===== src/rtl/url_percent_encoder_top_macros.svh =====
// ----------------------------------------------------------------------------
// URL percent encoder assertion macros
// Shared concurrent assertion forms; they compile away under synthesis.
// ----------------------------------------------------------------------------
`ifndef URL_PERCENT_ENCODER_TOP_MACROS_SVH
`define URL_PERCENT_ENCODER_TOP_MACROS_SVH

`ifndef SYNTHESIS
`define UPE_ASSERT_SAME(lbl, clk, rst_n, ante, cons) \
    lbl: assert property (@(posedge clk) disable iff (!rst_n) (ante) |-> (cons)) \
        else $error("same-cycle check failed");
`define UPE_ASSERT_NEXT(lbl, clk, rst_n, ante, cons) \
    lbl: assert property (@(posedge clk) disable iff (!rst_n) (ante) |=> (cons)) \
        else $error("next-cycle check failed");
`else
`define UPE_ASSERT_SAME(lbl, clk, rst_n, ante, cons)
`define UPE_ASSERT_NEXT(lbl, clk, rst_n, ante, cons)
`endif

`endif


===== src/rtl/upe_pkg.sv =====
// ----------------------------------------------------------------------------
// URL percent encoder package
// Character constants, command types and character lookup functions.
// ----------------------------------------------------------------------------
`default_nettype none

package upe_pkg;

    localparam int CFG_ADDR_W = 3;
    localparam int CFG_DATA_W = 32;
    localparam logic [CFG_ADDR_W-1:0] ADDR_FORM_MODE = 3'd0;

    localparam logic [7:0] CH_LF    = 8'h0A;
    localparam logic [7:0] CH_CR    = 8'h0D;
    localparam logic [7:0] CH_SPACE = 8'h20;
    localparam logic [6:0] CH_PLUS  = 7'h2B;
    localparam logic [6:0] CH_PCT   = 7'h25;
    localparam logic [6:0] CH_ZERO  = 7'h30;
    localparam logic [6:0] CH_D     = 7'h44;
    localparam logic [6:0] CH_A     = 7'h41;

    typedef enum logic [1:0] {
        KIND_NONE,
        KIND_CHAR,
        KIND_ESC,
        KIND_CRLF
    } t_kind;

    typedef struct packed {
        t_kind      kind;
        logic [7:0] data;
    } t_cmd;

    function automatic logic is_unreserved(input logic [7:0] b);
        logic r;
        r = ((b >= 8'h41) && (b <= 8'h5A)) || ((b >= 8'h61) && (b <= 8'h7A)) ||
            ((b >= 8'h30) && (b <= 8'h39)) || (b == 8'h2D) || (b == 8'h2E) ||
            (b == 8'h5F) || (b == 8'h7E);
        return r;
    endfunction

    function automatic logic [6:0] hex_char(input logic [3:0] n);
        logic [6:0] r;
        if (n < 4'd10) begin
            r = 7'h30 + {3'b000, n};
        end else begin
            r = 7'h37 + {3'b000, n};
        end
        return r;
    endfunction

    function automatic logic [2:0] cmd_last_step(input t_kind kind);
        logic [2:0] r;
        case (kind)
            KIND_ESC:  r = 3'd2;
            KIND_CRLF: r = 3'd5;
            default:   r = 3'd0;
        endcase
        return r;
    endfunction

    function automatic logic [6:0] cmd_char(input t_cmd cmd, input logic [2:0] step);
        logic [6:0] r;
        r = CH_PCT;
        case (cmd.kind)
            KIND_CHAR: begin
                r = cmd.data[6:0];
            end
            KIND_ESC: begin
                case (step)
                    3'd0:    r = CH_PCT;
                    3'd1:    r = hex_char(cmd.data[7:4]);
                    default: r = hex_char(cmd.data[3:0]);
                endcase
            end
            KIND_CRLF: begin
                case (step)
                    3'd1, 3'd4: r = CH_ZERO;
                    3'd2:       r = CH_D;
                    3'd5:       r = CH_A;
                    default:    r = CH_PCT;
                endcase
            end
            default: begin
                r = CH_PCT;
            end
        endcase
        return r;
    endfunction

endpackage

`default_nettype wire


===== src/rtl/upe_in_if.sv =====
// ----------------------------------------------------------------------------
// URL percent encoder input channel
// Valid/ready channel carrying one raw byte and its end-of-string mark.
// ----------------------------------------------------------------------------
`default_nettype none

interface upe_in_if;
    logic       valid;
    logic       ready;
    logic [7:0] in_byte;
    logic       in_last;

    modport source (output valid, output in_byte, output in_last, input ready);
    modport sink (input valid, input in_byte, input in_last, output ready);
endinterface

`default_nettype wire


===== src/rtl/upe_out_if.sv =====
// ----------------------------------------------------------------------------
// URL percent encoder output channel
// Valid/ready channel carrying one encoded character and its run-end mark.
// ----------------------------------------------------------------------------
`default_nettype none

interface upe_out_if;
    logic       valid;
    logic       ready;
    logic [6:0] out_char;
    logic       run_last;

    modport source (output valid, output out_char, output run_last, input ready);
    modport sink (input valid, input out_char, input run_last, output ready);
endinterface

`default_nettype wire


===== src/rtl/url_percent_encoder_top.sv =====
// ----------------------------------------------------------------------------
// URL percent encoder top level
// Byte stream in, percent-encoded character stream out.
// ----------------------------------------------------------------------------
// Usage:
// Each input transaction carries one byte of a string and an end-of-string
// mark. Each output transaction carries one encoded character; run_last is
// set on the final character produced for that input byte.
// An unreserved byte, or a space in form mode, gives one character. Any other
// byte gives three. In form mode CR or LF gives six, and an LF right after a
// CR of the same string gives none.
// A taken byte passes through the command queue, then the output register.
// Characters leave at one per cycle while the output is ready, from the
// single character generator in the back end.
// A command queue lets the input keep taking bytes while the output is
// stalled; when it fills, input ready falls until characters drain.
// Reset empties the queue and the output register, clears the pending CR and
// sets form_mode to zero. form_mode is at byte address zero of the APB port.
// ----------------------------------------------------------------------------
`default_nettype none

`include "url_percent_encoder_top_macros.svh"

module url_percent_encoder_top #(
    parameter int QUEUE_DEPTH = 2
) (
    input  wire logic                            i_clk,
    input  wire logic                            i_rst_n,
    upe_in_if.sink                               i_in_ch,
    upe_out_if.source                            o_out_ch,
    input  wire logic                            psel,
    input  wire logic                            penable,
    input  wire logic                            pwrite,
    input  wire logic [upe_pkg::CFG_ADDR_W-1:0]  paddr,
    input  wire logic [upe_pkg::CFG_DATA_W-1:0]  pwdata,
    output logic [upe_pkg::CFG_DATA_W-1:0]       prdata,
    output logic                                 pready
);
    import upe_pkg::*;

    logic r_form_mode;
    logic cfg_write;
    logic q_full;
    logic q_valid;
    logic q_pop;
    logic push;
    logic cr_pending;
    logic cr_taken;
    logic pct_out;
    t_cmd push_cmd;
    t_cmd q_head;

    assign pready    = 1'b1;
    assign cfg_write = psel && penable && pwrite && pready && (paddr == ADDR_FORM_MODE);
    assign prdata    = (paddr == ADDR_FORM_MODE) ? {{(CFG_DATA_W-1){1'b0}}, r_form_mode} : '0;

    always_ff @(posedge i_clk) begin
        if (!i_rst_n) begin
            r_form_mode <= 1'b0;
        end else if (cfg_write) begin
            r_form_mode <= pwdata[0];
        end
    end

    upe_front u_front (
        .i_clk        (i_clk),
        .i_rst_n      (i_rst_n),
        .i_valid      (i_in_ch.valid),
        .i_byte       (i_in_ch.in_byte),
        .i_last       (i_in_ch.in_last),
        .i_form_mode  (r_form_mode),
        .i_q_full     (q_full),
        .o_ready      (i_in_ch.ready),
        .o_push       (push),
        .o_cmd        (push_cmd),
        .o_cr_pending (cr_pending)
    );

    upe_queue #(
        .DEPTH (QUEUE_DEPTH)
    ) u_queue (
        .i_clk      (i_clk),
        .i_rst_n    (i_rst_n),
        .i_push     (push),
        .i_push_cmd (push_cmd),
        .i_pop      (q_pop),
        .o_full     (q_full),
        .o_valid    (q_valid),
        .o_head     (q_head)
    );

    upe_back u_back (
        .i_clk       (i_clk),
        .i_rst_n     (i_rst_n),
        .i_q_valid   (q_valid),
        .i_q_head    (q_head),
        .o_pop       (q_pop),
        .i_out_ready (o_out_ch.ready),
        .o_out_valid (o_out_ch.valid),
        .o_out_char  (o_out_ch.out_char),
        .o_run_last  (o_out_ch.run_last)
    );

    assign cr_taken = i_in_ch.valid && i_in_ch.ready && r_form_mode &&
                      (i_in_ch.in_byte == CH_CR) && !i_in_ch.in_last;
    assign pct_out  = o_out_ch.valid && (o_out_ch.out_char == CH_PCT);

    `UPE_ASSERT_SAME(a_no_push_when_full, i_clk, i_rst_n, push, !q_full)
    `UPE_ASSERT_NEXT(a_cr_sets_pending, i_clk, i_rst_n, cr_taken, cr_pending)
    `UPE_ASSERT_SAME(a_pct_not_last, i_clk, i_rst_n, pct_out, !o_out_ch.run_last)

endmodule

`default_nettype wire


===== src/rtl/upe_front.sv =====
// ----------------------------------------------------------------------------
// URL percent encoder front end
// Accepts input bytes, classifies them and tracks a pending carriage return.
// ----------------------------------------------------------------------------
`default_nettype none

module upe_front (
    input  wire logic         i_clk,
    input  wire logic         i_rst_n,
    input  wire logic         i_valid,
    input  wire logic [7:0]   i_byte,
    input  wire logic         i_last,
    input  wire logic         i_form_mode,
    input  wire logic         i_q_full,
    output logic              o_ready,
    output logic              o_push,
    output upe_pkg::t_cmd     o_cmd,
    output logic              o_cr_pending
);
    import upe_pkg::*;

    logic r_cr_pending;
    logic n_cr_pending;
    logic accept;
    logic is_nl;
    t_cmd cmd;

    assign o_ready = !i_q_full;
    assign accept  = i_valid && o_ready;
    assign is_nl   = (i_byte == CH_LF) || (i_byte == CH_CR);

    always_comb begin
        cmd.data = i_byte;
        if (i_form_mode && is_nl) begin
            if ((i_byte == CH_LF) && r_cr_pending) begin
                cmd.kind = KIND_NONE;
            end else begin
                cmd.kind = KIND_CRLF;
            end
        end else if (i_form_mode && (i_byte == CH_SPACE)) begin
            cmd.kind = KIND_CHAR;
            cmd.data = {1'b0, CH_PLUS};
        end else if (is_unreserved(i_byte)) begin
            cmd.kind = KIND_CHAR;
        end else begin
            cmd.kind = KIND_ESC;
        end
    end

    always_comb begin
        n_cr_pending = r_cr_pending;
        if (accept) begin
            n_cr_pending = i_form_mode && (i_byte == CH_CR) && !i_last;
        end
    end

    always_ff @(posedge i_clk) begin
        if (!i_rst_n) begin
            r_cr_pending <= 1'b0;
        end else begin
            r_cr_pending <= n_cr_pending;
        end
    end

    assign o_push       = accept && (cmd.kind != KIND_NONE);
    assign o_cmd        = cmd;
    assign o_cr_pending = r_cr_pending;

endmodule

`default_nettype wire


===== src/rtl/upe_queue.sv =====
// ----------------------------------------------------------------------------
// URL percent encoder command queue
// Small first-in first-out buffer between the front end and the back end.
// ----------------------------------------------------------------------------
`default_nettype none

module upe_queue #(
    parameter int DEPTH = 2
) (
    input  wire logic           i_clk,
    input  wire logic           i_rst_n,
    input  wire logic           i_push,
    input  wire upe_pkg::t_cmd  i_push_cmd,
    input  wire logic           i_pop,
    output logic                o_full,
    output logic                o_valid,
    output upe_pkg::t_cmd       o_head
);
    import upe_pkg::*;

    localparam int PTR_W = (DEPTH > 1) ? $clog2(DEPTH) : 1;
    localparam int CNT_W = $clog2(DEPTH + 1);

    t_cmd             r_mem [DEPTH];
    logic [PTR_W-1:0] r_wr_ptr;
    logic [PTR_W-1:0] r_rd_ptr;
    logic [CNT_W-1:0] r_count;
    logic [PTR_W-1:0] n_wr_ptr;
    logic [PTR_W-1:0] n_rd_ptr;
    logic [CNT_W-1:0] n_count;
    logic             do_push;
    logic             do_pop;

    assign o_full  = (r_count == CNT_W'(DEPTH));
    assign o_valid = (r_count != '0);
    assign o_head  = r_mem[r_rd_ptr];
    assign do_push = i_push && !o_full;
    assign do_pop  = i_pop && o_valid;

    always_comb begin
        n_wr_ptr = r_wr_ptr;
        n_rd_ptr = r_rd_ptr;
        n_count  = r_count;
        if (do_push) begin
            n_wr_ptr = (r_wr_ptr == PTR_W'(DEPTH - 1)) ? '0 : r_wr_ptr + 1'b1;
        end
        if (do_pop) begin
            n_rd_ptr = (r_rd_ptr == PTR_W'(DEPTH - 1)) ? '0 : r_rd_ptr + 1'b1;
        end
        if (do_push && !do_pop) begin
            n_count = r_count + 1'b1;
        end else if (do_pop && !do_push) begin
            n_count = r_count - 1'b1;
        end
    end

    always_ff @(posedge i_clk) begin
        if (!i_rst_n) begin
            r_wr_ptr <= '0;
            r_rd_ptr <= '0;
            r_count  <= '0;
        end else begin
            r_wr_ptr <= n_wr_ptr;
            r_rd_ptr <= n_rd_ptr;
            r_count  <= n_count;
        end
    end

    always_ff @(posedge i_clk) begin
        if (do_push) begin
            r_mem[r_wr_ptr] <= i_push_cmd;
        end
    end

endmodule

`default_nettype wire


===== src/rtl/upe_back.sv =====
// ----------------------------------------------------------------------------
// URL percent encoder back end
// Expands queued commands into output characters, one per cycle while the output is not stalled.
// ----------------------------------------------------------------------------
`default_nettype none

module upe_back (
    input  wire logic           i_clk,
    input  wire logic           i_rst_n,
    input  wire logic           i_q_valid,
    input  wire upe_pkg::t_cmd  i_q_head,
    output logic                o_pop,
    input  wire logic           i_out_ready,
    output logic                o_out_valid,
    output logic [6:0]          o_out_char,
    output logic                o_run_last
);
    import upe_pkg::*;

    logic [2:0] r_step;
    logic       r_out_valid;
    logic [6:0] r_out_char;
    logic       r_run_last;
    logic [2:0] n_step;
    logic       n_out_valid;
    logic       load;
    logic       step_last;

    assign load      = i_q_valid && (!r_out_valid || i_out_ready);
    assign step_last = (r_step == cmd_last_step(i_q_head.kind));
    assign o_pop     = load && step_last;

    always_comb begin
        n_step      = r_step;
        n_out_valid = r_out_valid;
        if (load) begin
            n_out_valid = 1'b1;
            n_step      = step_last ? 3'd0 : r_step + 3'd1;
        end else if (i_out_ready) begin
            n_out_valid = 1'b0;
        end
    end

    always_ff @(posedge i_clk) begin
        if (!i_rst_n) begin
            r_step      <= 3'd0;
            r_out_valid <= 1'b0;
        end else begin
            r_step      <= n_step;
            r_out_valid <= n_out_valid;
        end
    end

    always_ff @(posedge i_clk) begin
        if (load) begin
            r_out_char <= cmd_char(i_q_head, r_step);
            r_run_last <= step_last;
        end
    end

    assign o_out_valid = r_out_valid;
    assign o_out_char  = r_out_char;
    assign o_run_last  = r_run_last;

endmodule

`default_nettype wire

===== src/flat_wrapper.sv =====
// flat-port wrapper written by rule: the top's interface ports become plain ports
module url_percent_encoder_top_flat import upe_pkg::*;
#(
    parameter int QUEUE_DEPTH = 2
)
  (i_clk, i_rst_n, psel, penable, pwrite, paddr, pwdata, prdata, pready, i_in_ch_valid, i_in_ch_in_byte, i_in_ch_in_last, i_in_ch_ready, o_out_ch_valid, o_out_ch_out_char, o_out_ch_run_last, o_out_ch_ready);
  upe_in_if i_in_ch_i ();
  upe_out_if o_out_ch_i ();
  input  wire logic i_clk;
  input  wire logic i_rst_n;
  input  wire logic psel;
  input  wire logic penable;
  input  wire logic pwrite;
  input  wire logic [upe_pkg::CFG_ADDR_W-1:0] paddr;
  input  wire logic [upe_pkg::CFG_DATA_W-1:0] pwdata;
  output logic [upe_pkg::CFG_DATA_W-1:0] prdata;
  output logic pready;
  input wire logic [$bits(i_in_ch_i.valid)-1:0] i_in_ch_valid;
  input wire logic [$bits(i_in_ch_i.in_byte)-1:0] i_in_ch_in_byte;
  input wire logic [$bits(i_in_ch_i.in_last)-1:0] i_in_ch_in_last;
  output wire logic [$bits(i_in_ch_i.ready)-1:0] i_in_ch_ready;
  output wire logic [$bits(o_out_ch_i.valid)-1:0] o_out_ch_valid;
  output wire logic [$bits(o_out_ch_i.out_char)-1:0] o_out_ch_out_char;
  output wire logic [$bits(o_out_ch_i.run_last)-1:0] o_out_ch_run_last;
  input wire logic [$bits(o_out_ch_i.ready)-1:0] o_out_ch_ready;
  assign i_in_ch_i.valid = i_in_ch_valid;
  assign i_in_ch_i.in_byte = i_in_ch_in_byte;
  assign i_in_ch_i.in_last = i_in_ch_in_last;
  assign i_in_ch_ready = i_in_ch_i.ready;
  assign o_out_ch_valid = o_out_ch_i.valid;
  assign o_out_ch_out_char = o_out_ch_i.out_char;
  assign o_out_ch_run_last = o_out_ch_i.run_last;
  assign o_out_ch_i.ready = o_out_ch_ready;
  url_percent_encoder_top #(.QUEUE_DEPTH(QUEUE_DEPTH)) u_core (.i_clk(i_clk), .i_rst_n(i_rst_n), .i_in_ch(i_in_ch_i), .o_out_ch(o_out_ch_i), .psel(psel), .penable(penable), .pwrite(pwrite), .paddr(paddr), .pwdata(pwdata), .prdata(prdata), .pready(pready));
endmodule

===== config.mk =====
export PLATFORM = sky130hd
export DESIGN_NAME = url_percent_encoder_top_flat
export DESIGN_NICKNAME = d
export VERILOG_FILES = /design/src/rtl/upe_pkg.sv /design/src/rtl/upe_in_if.sv /design/src/rtl/upe_out_if.sv /design/src/rtl/url_percent_encoder_top.sv /design/src/rtl/upe_front.sv /design/src/rtl/upe_queue.sv /design/src/rtl/upe_back.sv /design/src/flat_wrapper.sv
export VERILOG_INCLUDE_DIRS = /design/src /design/src/rtl
export SDC_FILE = /design/constraint.sdc
export NUM_CORES = 1
export LEC_CHECK = 0
export BUFFER_PORTS_ARGS = -buffer_cell sky130_fd_sc_hd__buf_2
export CORE_MARGIN = 4
export CORE_UTILIZATION = 45
export CTS_BUF_LIST = sky130_fd_sc_hd__clkbuf_4 sky130_fd_sc_hd__clkbuf_8 sky130_fd_sc_hd__clkbuf_16
export DETAILED_ROUTE_END_ITERATION = 8
export HOLD_SLACK_MARGIN = 0.02
export PLACE_DENSITY = 0.85
export SYNTH_ARGS = -nofsm -noshare
export SYNTH_HDL_FRONTEND = slang
export SYNTH_SLANG_ARGS = --single-unit

===== constraint.sdc =====
create_clock -name i_clk -period 2.7 [get_ports i_clk]
set_input_delay 0.135 -clock i_clk [delete_from_list [all_inputs] [get_ports i_clk]]
set_output_delay 0.135 -clock i_clk [all_outputs]
set_load 0.05 [all_outputs]

# After elaboration in Yosys (flattened, before gate mapping)
# Memories as Yosys holds them, arrays and structs flattened. A register that Yosys moved wholly into a read port is not among the register bits.
# Index checks and enable logic that the tools add are counted.
[op_classes]
addsub = 9
n_mux = 24
reduce_logical = 39
order_cmp = 8
eq_ne = 16
[ops]
columns = ["op", "n"]
rows = [
  ["7-bit one-hot mux with 3 select lines", 2],
  ["6-bit by 4-bit adder with 7-bit output, first input constant", 4],
  ["8-bit by 6-bit == test with 1-bit output, second input constant", 3],
  ["1-bit logical AND", 19],
  ["8-bit by 4-bit == test with 1-bit output, second input constant", 2],
  ["8-bit by 7-bit == test with 1-bit output, second input constant", 2],
  ["8-bit by 7-bit >= comparator with 1-bit output, second input constant", 2],
  ["8-bit by 7-bit <= comparator with 1-bit output, second input constant", 2],
  ["8-bit two-way mux", 2],
  ["7-bit two-way mux", 2],
  ["7-bit one-hot mux with 2 select lines", 1],
  ["2-bit two-way mux", 6],
  ["1-bit two-way mux", 9],
  ["8-bit by 6-bit >= comparator with 1-bit output, second input constant", 1],
  ["8-bit by 6-bit <= comparator with 1-bit output, second input constant", 1],
  ["1-bit logical OR", 8],
  ["4-bit less-than comparator, second input constant", 2],
  ["2-bit nonzero test", 4],
  ["2-bit == test, second input constant", 3],
  ["3-bit == test, second input constant", 2],
  ["3-bit logical NOT", 2],
  ["3-bit one-hot mux with 2 select lines", 1],
  ["1-bit logical NOT", 5],
  ["3-bit by 1-bit adder with 3-bit output, second input constant", 1],
  ["other kinds (9)", 10],
]
[totals]
out_inout_bits = 43
register_bits = 18
word_cells = 106
mem_count = 1
mem_bits_rw = 20
[memory_table]
columns = ["memory", "words", "width", "rd", "rd_ports_with_merged_regs", "write_ports", "line", "rtl"]
rows = [
  ["u_core.u_queue.r_mem", 2, 10, 1, 1, 1, "upe_queue.sv:24", "t_cmd r_mem [DEPTH];"],
]

# Logic depth before layout (Yosys ltp)
[logic_depth]
depth_word = 18
mapped_depth = 11

# Hierarchy
# A second synthesis with hierarchy kept.
[hier_totals]
hier_cells = 264
hier_area_um2 = 2534.9
[by_module_without_submodules]
columns = ["mod", "area_each_um2", "seq_area_each_um2", "cells_each", "n_inst"]
rows = [
  ["upe_queue", 948.4, 700.7, 57, 1],
  ["upe_back", 937.1, 320.3, 109, 1],
  ["upe_front", 340.3, 20.0, 57, 1],
  ["url_percent_encoder_top", 309.0, 20.0, 41, 1],
]

# Least setup slack after synthesis
# No wires, ideal clock.
[synth_timing]
kind = "register to register"
startpoint = "register u_core.u_queue.r_count[0]"
endpoint = "memory u_core.u_queue.r_mem[0][0] (netlist bit) (enable)"
setup_slack_ns = 0.466
arrival_ns = 1.855
setup_ns = 0.379
stages_incl_launch_ff = 5
n_path_buf = 0
path_cell_list = "dfxtp_1 > nand2b_1 > nand2_1 > a41oi_1 > nor2b_1"
[synth_between]
elab_chain_len = 7
[synth_lines]
columns = ["item", "line", "rtl"]
rows = [
  ["from (decl)", "upe_queue.sv:27", "logic [CNT_W-1:0] r_count;"],
  ["from (signal assigned)", "upe_queue.sv:65", "r_count <= n_count;"],
  ["2-bit == test (*)", "upe_queue.sv:34", "assign o_full = (r_count == CNT_W'(DEPTH));"],
  ["1-bit logical NOT (*)", "upe_front.sv:28", "assign o_ready = !i_q_full;"],
  ["net i_in_ch_ready", "flat_wrapper.sv:21", "output wire logic [$bits(i_in_ch_i.ready)-1:0] i_in_ch_ready;"],
  ["1-bit logical AND", "-", ""],
  ["1-bit logical AND", "upe_front.sv:65", "assign o_push = accept && (cmd.kind != KIND_NONE);"],
  ["1-bit logical AND (*)", "upe_queue.sv:37", "assign do_push = i_push && !o_full;"],
  ["net u_core.u_queue.do_push", "upe_queue.sv:31", "logic do_push;"],
  ["1-bit two-way mux (*)", "upe_queue.sv:70", "if (do_push) begin"],
  ["1-bit two-way mux (implied by the code) (*)", "upe_queue.sv:71", "r_mem[r_wr_ptr] <= i_push_cmd;"],
  ["to (decl)", "upe_queue.sv:24", ""],
]
# Mark *: on every way through the listed nets, which the timed path passes. The rest lies on a longest branch.

==> flow_metrics.py <==
metrics = {
    "clock_network": {
        "clk_pin_slew_ns": 0.08,
        "htree_num_levels": 2,
        "cts.sinks": 39,
        "numCtsBuffers": 5,
        "cts_setup_buffers": 0,
        "cts-resized-gates": 0,
        "ctsHoldBuffers": 0,
        "cts_root_buffer": "clkbuf_8",
        "clkLatencyLatePin_ns": 0.29,
        "clockBufferDepth": 2,
        "cts_tree": "yes",
    },
    "power": {
        "power_mw": 2.78,
        "leakage_nw": 1.10,
        "cellPowerDensity_nw_per_um2": 996,
        "vdd_drop_max_mv": 0.583,
    },
    "grt": {
        "grt_pass1_vias": 1744,
        "grt_pass1_wl_mm": 7.45,
        "antenna_found_initial": 0,
        "grt_use_total_pct": 12.8,
        "grt_max_degree": 20,
        "grt_overflow": 0,
    },
    "route": {
        "drtPass1Iterations": 4,
        "wire_per_inst_um": 12.6,
        "drt_wl_total_mm": 4.70,
        "drc": 0,
        "drt_iter0_markers": 133,
        "drtAntennaViolNets": 0,
        "vias": 1934,
        "viasPerCell": 5.17,
    },
    "sta": {
        "finalSetupViolCount": 0,
        "fin_crit_sh_pct": 90.7,
        "tns_ns": 0,
        "rsz0062_at_grt": "false",
        "fin_worst_skew_ns": 0.00210,
        "min_period_ns": 2.45,
        "finalHoldViolCount": 0,
        "finalHoldWorstSlack_ns": 0.0831,
        "slew_viol_final": 0,
        "max_freq_ghz": 0.408,
    },
    "final_layout": {
        "seqCellArea_um2": 1060,
        "final_common_cell": "conb_1",
        "fin_nets": 359,
        "final_cell_mix": "conb_1 (32), buf_2 (30), edfxtp_1 (28), nand2_1 (22), nor2_1 (17)",
        "drive_gt1_share_pct": 19.2,
        "multi_input_area_um2": 1290,
        "fillers": 523,
        "antennaDiodeCount": 0,
        "area_growth_pct": 7.98,
    },
    "critical_path": {
        "ff2ff_path_depth": 7,
        "cp.required_ns": 2.73,
        "r2r-end": "u_core.u_back.o_out_char[2]$_DFFE_PP_",
        "worstSetupPathType": "reg2reg",
        "worst-path-max-fanout": 19,
        "slowest_delay_ns": 0.49,
        "crit_slowest_cell": "dfxtp_1",
        "arrival_ns": 2.48,
        "crit_path_end_kind": "register",
        "cp_cell_sequence": "buf_4 > mux2i_1 > ha_1 > nand2_1 > xor2_1 > a2111oi_0 > o32ai_1",
        "start_kind": "register",
        "regToRegSetupSlack_ns": 0.25,
    },
    "synth": {
        "synthCells": 274,
        "synth_area_leaders": "edfxtp_1 (33%), buf_4 (9.3%), dfxtp_1 (8.5%)",
        "yosysTopAreaCell": "edfxtp_1",
        "synthDominantCellAreaShare_pct": 32.5,
        "syn_area_per_cell_um2": 9.44,
        "ys_seq_area_share_pct": 41.0,
        "async_reset_ff_share_pct": 0,
        "synth.distinct_cells": 55,
        "ys_ff_latch": 39,
        "synthFlopType": "edfxtp_1",
        "synth-edff-count": 28,
        "netlist_area_um2": 2590,
        "yosysWarningCount": 0,
    },
    "placed_design": {
        "dp_hpwl_mm": 3.49,
        "io_buffers": 30,
        "place_congestion": 0.832,
    },
    "floorplan": {
        "die_y_um": 83.8,
        "ios": 94,
        "row_count": 27,
        "fp.coreArea_um2": 5540,
        "dieArea_um2": 7020,
        "die_width_um": 83.8,
        "initial_utilization_pct": 46.7,
    },
    "hold_path": {
        "holdPathStages": 1,
        "worstHoldStart": "i_in_ch_in_byte[7]",
        "hold_path_class": "in2reg",
        "hold_end": "u_core.u_queue.r_mem[0][7]$_DFFE_PP_",
    },
    "run_status": {
        "status": "finished clean",
    },
    "run": {
        "drv_cap": 0,
    },
}
synthesized netlist by cell type (3+ instances only):
| library cell | count |
|---|---|
| nand2_1 | 22 |
| o21a_1 | 3 |
| nand4_1 | 4 |
| nor3_1 | 8 |
| ha_1 | 7 |
| and2_1 | 6 |
| edfxtp_1 | 28 |
| mux2i_1 | 7 |
| buf_4 | 32 |
| a21oi_1 | 16 |
| inv_1 | 9 |
| nor4_1 | 3 |
| o21ai_0 | 8 |
| or2_2 | 3 |
| clkbuf_1 | 12 |
| nor2b_1 | 11 |
| o22ai_1 | 4 |
| nor2_1 | 17 |
| nand2b_1 | 9 |
| dfxtp_1 | 11 |
| a21boi_0 | 3 |
| a31oi_1 | 3 |
| xor2_1 | 4 |
routing by layer:
layer  vias up  wire (µm)  part of all wire [%]  GRT usage (%)
li1        967          -                     -              -
met1       894       2030                    43           15.4
met2        64       2260                    48           21.3
met3         9        310                   6.6           3.46
met4         0         97                   2.1           5.70
met5         -          0                     0              0
power breakdown:
part | switching (mW) | internal (mW)
Clock | 0.211 | 0.275
Combinational | 0.915 | 0.457
Sequential | 0.0921 | 0.830
registers in the layout, indices dropped and copies added, names as in the netlist, named ones only:
name,flops
u_core.r_form_mode,1
u_core.u_back.o_out_char,7
u_core.u_back.o_out_valid,1
u_core.u_back.o_run_last,1
u_core.u_back.r_step,3
u_core.u_front.o_cr_pending,1
u_core.u_queue.r_count,2
u_core.u_queue.r_mem,20
u_core.u_queue.r_rd_ptr,1
u_core.u_queue.r_wr_ptr,1
logic make-up (layout without fill, tap and decap cells):
kind of cell / count (synthesis) / in the layout / synth area share (%)
compound gates: 58 / 58 / 15.3
mux: 11 / 11 / 4.64
fa+ha+maj: 7 / 7 / 3.39
buf+inv: 57 / 55 / 13.6
xor+xnor: 7 / 7 / 2.66
other cells: 2 / 32 / 0.290
flops: 39 / 39 / 41.0
simple gates: 93 / 93 / 19.1
critical path, delay by kind of cell (launching register included):
kind | cells | cell delay (ns)
simple gates | 1 | 0.06
flops | 1 | 0.49
mux | 1 | 0.34
xor+xnor | 1 | 0.15
buf+inv | 1 | 0.30
compound gates | 2 | 0.63
fa+ha+maj | 1 | 0.22
area by class of cell:
class | count | area share, %
multi-input cells | 208 | 46.1
inverters | 9 | 1.21
flip-flops and latches | 39 | 38.0
repair buffers | 38 | 7.53
well taps | 72 | 3.23
clock buffers | 5 | 2.46
clock inverters | 3 | 1.52
worst max path at each step:
stage | endpoint | slack, ns | cells past startpoint
after floorplan | u_core.u_queue.r_mem[0][0]$_DFFE_PP_ | 0.47 | 4
after global placement | u_core.u_back.o_out_char[2]$_DFFE_PP_ | 0.26 | 7
after detailed placement | u_core.u_back.o_out_char[2]$_DFFE_PP_ | 0.28 | 7
after CTS | u_core.u_back.o_out_char[2]$_DFFE_PP_ | 0.26 | 7
after global routing | u_core.u_back.o_out_char[4]$_DFFE_PP_ | 0.08 | 9
final | u_core.u_back.o_out_char[2]$_DFFE_PP_ | 0.25 | 7
metrics by stage:
stage / instance area (µm²) / std cells / setup WS, ns / utilization, %
floorplan: 2700 / 304 / 0.466 / -
global placement: 2680 / 366 / 0.259 / 48.4
detailed placement: 2680 / 366 / 0.279 / 48.4
CTS: 2790 / 374 / 0.264 / 50.4
global route: 2790 / 374 / 0.0782 / 50.4
finish: 2790 / 374 / 0.250 / 50.4
(Power assumes the default switching activity.)
